===== src/hdl/sca_pkg.sv =====
`default_nettype none
package sca_pkg;

  localparam int SUBSTEP_US_DEF = 4167;
  localparam int MAX_DT_US_DEF  = 10000000;
  localparam int US_PER_S       = 1000000;

  localparam int DIV_NW = 66;
  localparam int DIV_DW = 48;
  localparam int DIV_CW = $clog2(DIV_NW + 1);

  localparam logic [30:0] MASS_FLOOR = 31'd7;
  localparam logic [DIV_NW-1:0] ACC_CAP = DIV_NW'(1) << 62;

  localparam logic [2:0] CMD_TICK     = 3'd0;
  localparam logic [2:0] CMD_ANIMATE  = 3'd1;
  localparam logic [2:0] CMD_RETARGET = 3'd2;
  localparam logic [2:0] CMD_SET      = 3'd3;
  localparam logic [2:0] CMD_STOP     = 3'd4;

  localparam logic [2:0] REG_MASS      = 3'd0;
  localparam logic [2:0] REG_STIFFNESS = 3'd1;
  localparam logic [2:0] REG_DAMPING   = 3'd2;
  localparam logic [2:0] REG_VLIMIT    = 3'd3;
  localparam logic [2:0] REG_POS_EPS   = 3'd4;
  localparam logic [2:0] REG_VEL_EPS   = 3'd5;
  localparam logic [2:0] REG_START_VEL = 3'd6;

  typedef enum logic [4:0] {
    S_IDLE, S_CNT, S_CNTW, S_SCL, S_HQ, S_HQW, S_KE, S_CV, S_F, S_ADIV,
    S_AHH, S_AHL, S_VUPD, S_XH, S_XUPD, S_SETTLE, S_DONE
  } state_t;

  typedef struct packed {
    logic              start;
    logic [DIV_NW-1:0] num;
    logic [DIV_DW-1:0] den;
  } div_req_t;

  function automatic logic [31:0] sat32(input logic signed [65:0] v);
    logic [31:0] r;
    if (v > 66'sd2147483647) r = 32'h7FFF_FFFF;
    else if (v < -66'sd2147483648) r = 32'h8000_0000;
    else r = v[31:0];
    return r;
  endfunction

endpackage
`default_nettype wire


===== src/hdl/sca_div.sv =====
`default_nettype none
module sca_div (
  input  wire logic                      clk,
  input  wire logic                      rst,
  input  wire sca_pkg::div_req_t         req,
  output logic                           done,
  output logic [sca_pkg::DIV_NW-1:0]     quo
);
  import sca_pkg::*;

  logic [DIV_NW-1:0] num;
  logic [DIV_DW-1:0] den;
  logic [DIV_DW:0]   rem;
  logic [DIV_CW-1:0] cnt;
  logic              busy;
  logic [DIV_DW:0]   shifted;
  logic [DIV_DW:0]   diff;
  logic              ge;

  assign shifted = {rem[DIV_DW-1:0], num[DIV_NW-1]};
  assign ge      = shifted >= {1'b0, den};
  assign diff    = shifted - {1'b0, den};
  assign quo     = num;

  always_ff @(posedge clk) begin
    if (rst) begin
      busy <= 1'b0;
      done <= 1'b0;
      cnt  <= '0;
    end else begin
      done <= 1'b0;
      if (req.start) begin
        num  <= req.num;
        den  <= req.den;
        rem  <= '0;
        cnt  <= DIV_CW'(DIV_NW);
        busy <= 1'b1;
      end else if (busy) begin
        rem <= ge ? diff : shifted;
        num <= {num[DIV_NW-2:0], ge};
        cnt <= cnt - DIV_CW'(1);
        if (cnt == DIV_CW'(1)) begin
          busy <= 1'b0;
          done <= 1'b1;
        end
      end
    end
  end

endmodule
`default_nettype wire


===== config.mk =====
export PLATFORM = sky130hd
export DESIGN_NAME = sca_div
export DESIGN_NICKNAME = d
export VERILOG_FILES = /design/src/hdl/sca_pkg.sv /design/src/hdl/sca_div.sv
export SDC_FILE = /design/constraint.sdc
export NUM_CORES = 1
export LEC_CHECK = 0
export BUFFER_PORTS_ARGS = -buffer_cell sky130_fd_sc_hd__clkbuf_2
export CORE_UTILIZATION = 56
export DETAILED_ROUTE_END_ITERATION = 10
export PLACE_DENSITY = 0.81
export SYNTH_ARGS = -nofsm -noshare
export SYNTH_HDL_FRONTEND = slang
export SYNTH_SLANG_ARGS = --single-unit
export TNS_END_PERCENT = 50

===== constraint.sdc =====
create_clock -name clk -period 18.55 [get_ports clk]
set_clock_uncertainty 0.05 [all_clocks]
set_input_delay 5.565 -clock clk [delete_from_list [all_inputs] [get_ports clk]]
set_output_delay 5.565 -clock clk [all_outputs]
set_load 0.01 [all_outputs]

==> key figures <==
Critical path
  • Crit-path max cell delay: 960 ps
  • Top cell family by delay on the critical path: buffers and inverters
  • Worst Setup End Kind: flip-flop
  • Worst Setup SP: req[114]
  • Worst Setup Path Type: input pin to flip-flop
  • R2R Path Start: rem[22]
  • Reg-to-reg setup timing slack: 14580 ps
  • CP dominant cell by count: buf_4
  • Worst setup SP type: input pin
  • Critical Path Slowest Stage Cell: buf_4
  • CP arrival: 8400 ps
  • Critical Path RT: 18550 ps
  • Worst-path cell chain: buf_4, inv_1, a21oi_4, buf_4
  • Worst r2r path cells: 11
  • CP max FO: 88
  • Worst path depth: 4
  • Worst path bufs/invs: 3

STA
  • Final Max Slew Viols: 0
  • Final setup viols: 0
  • Rel. slew slack: 0.246
  • Final period utilization: 0.453
  • Fin Setup TNS: 0 ps
  • RSZ-0062 raised after global routing: no
  • Achievable Freq: 119 MHz
  • Worst setup margin: 10150 ps
  • Final hold violation count: 0
  • Worst-Margin Slew: 1130 ps
  • Min Clock Period, post-route: 8400 ps

GRT
  • Initial antenna violation count: 0
  • Largest net degree at the start of global routing: 89
  • GRT overflow: 0
  • First-pass GRT wire length: 37600 microns
  • Vias in the first global route: 7685
  • GRT Resource Usage Total: 0.272

Floorplanning
  • Die height: 134 microns
  • Die W: 134 microns
  • Die footprint: 17800 sq um
  • Row Count: 47
  • Total core area: 16800 sq um
  • Ports: 184
  • Initial core utilization: 0.578

Logic synthesis
  • Area share of the largest cell type after synthesis: 0.502
  • Synth Cell Area: 9690 sq um
  • EDFF count, synth: 162
  • Asr flop ratio synth: 0
  • Synth cell count leaders: 162 x edfxtp_1, 88 x a21oi_1, 74 x inv_1, 66 x mux2_2, 53 x nand2_1
  • Avg Cell Area, Syn: 11.0 sq um
  • Cells after synthesis: 885
  • Yosys cell types: 60
  • Cell with the most instances after synthesis: edfxtp_1
  • Most used DFF post-synth: edfxtp_1
  • Largest cells by area after synthesis: edfxtp_1 50%, mux2_2 7.7%, ha_1 6.5%
  • #FFs+latches synth: 171
  • Synth area leader: edfxtp_1
  • Seq/Total Area, Yosys: 0.520
  • Syn Nets: 1053
  • Syn. warnings: 0

CTS
  • PostCTS Resize Cnt: 0
  • Clock transition at path regs: 60 ps
  • # hold bufs at CTS: 0
  • TritonCTS Buffers: 17
  • Clk root buf: clkbuf_16
  • H-tree Lvls: 4
  • CTS tree: yes
  • Worst skew pair latency: 430 ps
  • Clock sinks: 171
  • Setup bufs post-CTS: 0
  • Clk buf depth: 2

Finish
  • Fraction of layout cells with a size suffix above 1: 0.277
  • Area grow syn2layout: 17.1%
  • Diode count: 0
  • Fin nets: 1224

Detailed routing
  • Number of remaining DRC errors: 0
  • Total Wirelength: 23300 microns
  • 1st-iter DRT viols: 581
  • Routed vias: 7593
  • Drt pass-1 iters: 5
  • Via density: 5.90
  • Routed length per instance: 18.1 microns
  • Detail Route Antenna Nets: 0

Run status
  • Status: complete, no violations

Place
  • Port bufs: 183
  • Placer's final routability congestion estimate: 0.949
  • Pre-CTS setup slack: 9690 ps
  • Detailed placer's ending HPWL: 16400 microns

Power
  • IR Drop Worst-Case VDD: 0.0746 mV
  • Power Dens Cells: 94.9 nW/um^2
  • Power Total: 1.08 mW
  • P_leak: 4.80 nW

Job
  • Max_cap viols: 0

Worst hold path
  • Worst min-delay path class: flip-flop to flip-flop
  • Hold path depth: 2
  • Min-Delay Startpoint: cnt[4]
[per-stage QoR]
step                      utilization  hold slack (ps)  cells  instance area, sq um
after global routing            0.677              520   1288                 11400
after detailed placement        0.644              500   1257                 10800
after global placement          0.644              471   1257                 10800
after CTS                       0.677              511   1288                 11400
final                           0.677              513   1288                 11400
after floorplan                     -              452    885                  9690
[worst register-to-register path, stage by stage (launching register included)]
cell,delay (ps)
edfxtp_1,400
ha_1,430
and3_1,220
nand2_1,90
or3_1,420
o2bb2ai_1,140
o21bai_2,160
o211ai_2,140
a21o_1,230
a21oi_2,700
o21ai_1,400
o32ai_1,390
[power by group]
| group | internal [mW] | switching (mW) |
|---|---|---|
| sequential | 0.463 | 0.0156 |
| clock | 0.188 | 0.157 |
| combinational | 0.106 | 0.149 |
| total | 0.756 | 0.322 |
[worst paths after layout]
check                 end
setup reg to reg  rem[43]
setup / recovery  rem[18]
hold reg to reg    cnt[4]
hold / removal     cnt[4]
[cell families after synthesis]
group                      synth area share
muxes                                0.0767
DFF                                   0.520
xor gates and xnor gates             0.0352
buffers and inverters                0.0450
and+or+nand+nor                       0.102
adders and majority gates            0.0666
AOI/OAI and AO/OA                     0.154
[sequential cells by signal, indices dropped and copies added (netlist names)]
register	cells
done	1
cnt	7
busy	1
den	48
rem	48
quo	66
[cells in the final DEF, fill, tap and decap left out, types with 10 or more instances in the layout]
cell type,netlist,routed
xnor2_1,18,18
clkbuf_2,3,182
a21o_1,21,21
o21ai_0,51,51
edfxtp_1,162,162
clkbuf_16,0,17
inv_1,74,74
nor2_1,40,39
nor3_1,14,14
nand3_1,45,45
ha_1,50,50
a21oi_1,88,87
nand2_1,53,53
a211oi_1,10,10
xor2_1,21,21
mux2_2,66,66
[layout make-up]
| class | count | area [sq um] |
|---|---|---|
| Sequential cell | 171 | 5040 |
| Fill cell | 1279 | 5410 |
| Multi-Input combinational cell | 603 | 4230 |
| Clock buffer | 18 | 429 |
| Clock inverter | 13 | 130 |
| Timing Repair Buffer | 189 | 963 |
| Tap cell | 220 | 275 |
| Inverter | 74 | 278 |
[routing by layer]
layer,GRT usage,vias up,wire length [microns]
met5,0,-,0
met4,0.102,0,503
met3,0.0811,39,1940
li1,-,3648,-
met2,0.454,322,11200
met1,0.331,3584,9590
No activity file was read; power rests on OpenSTA's default activity.
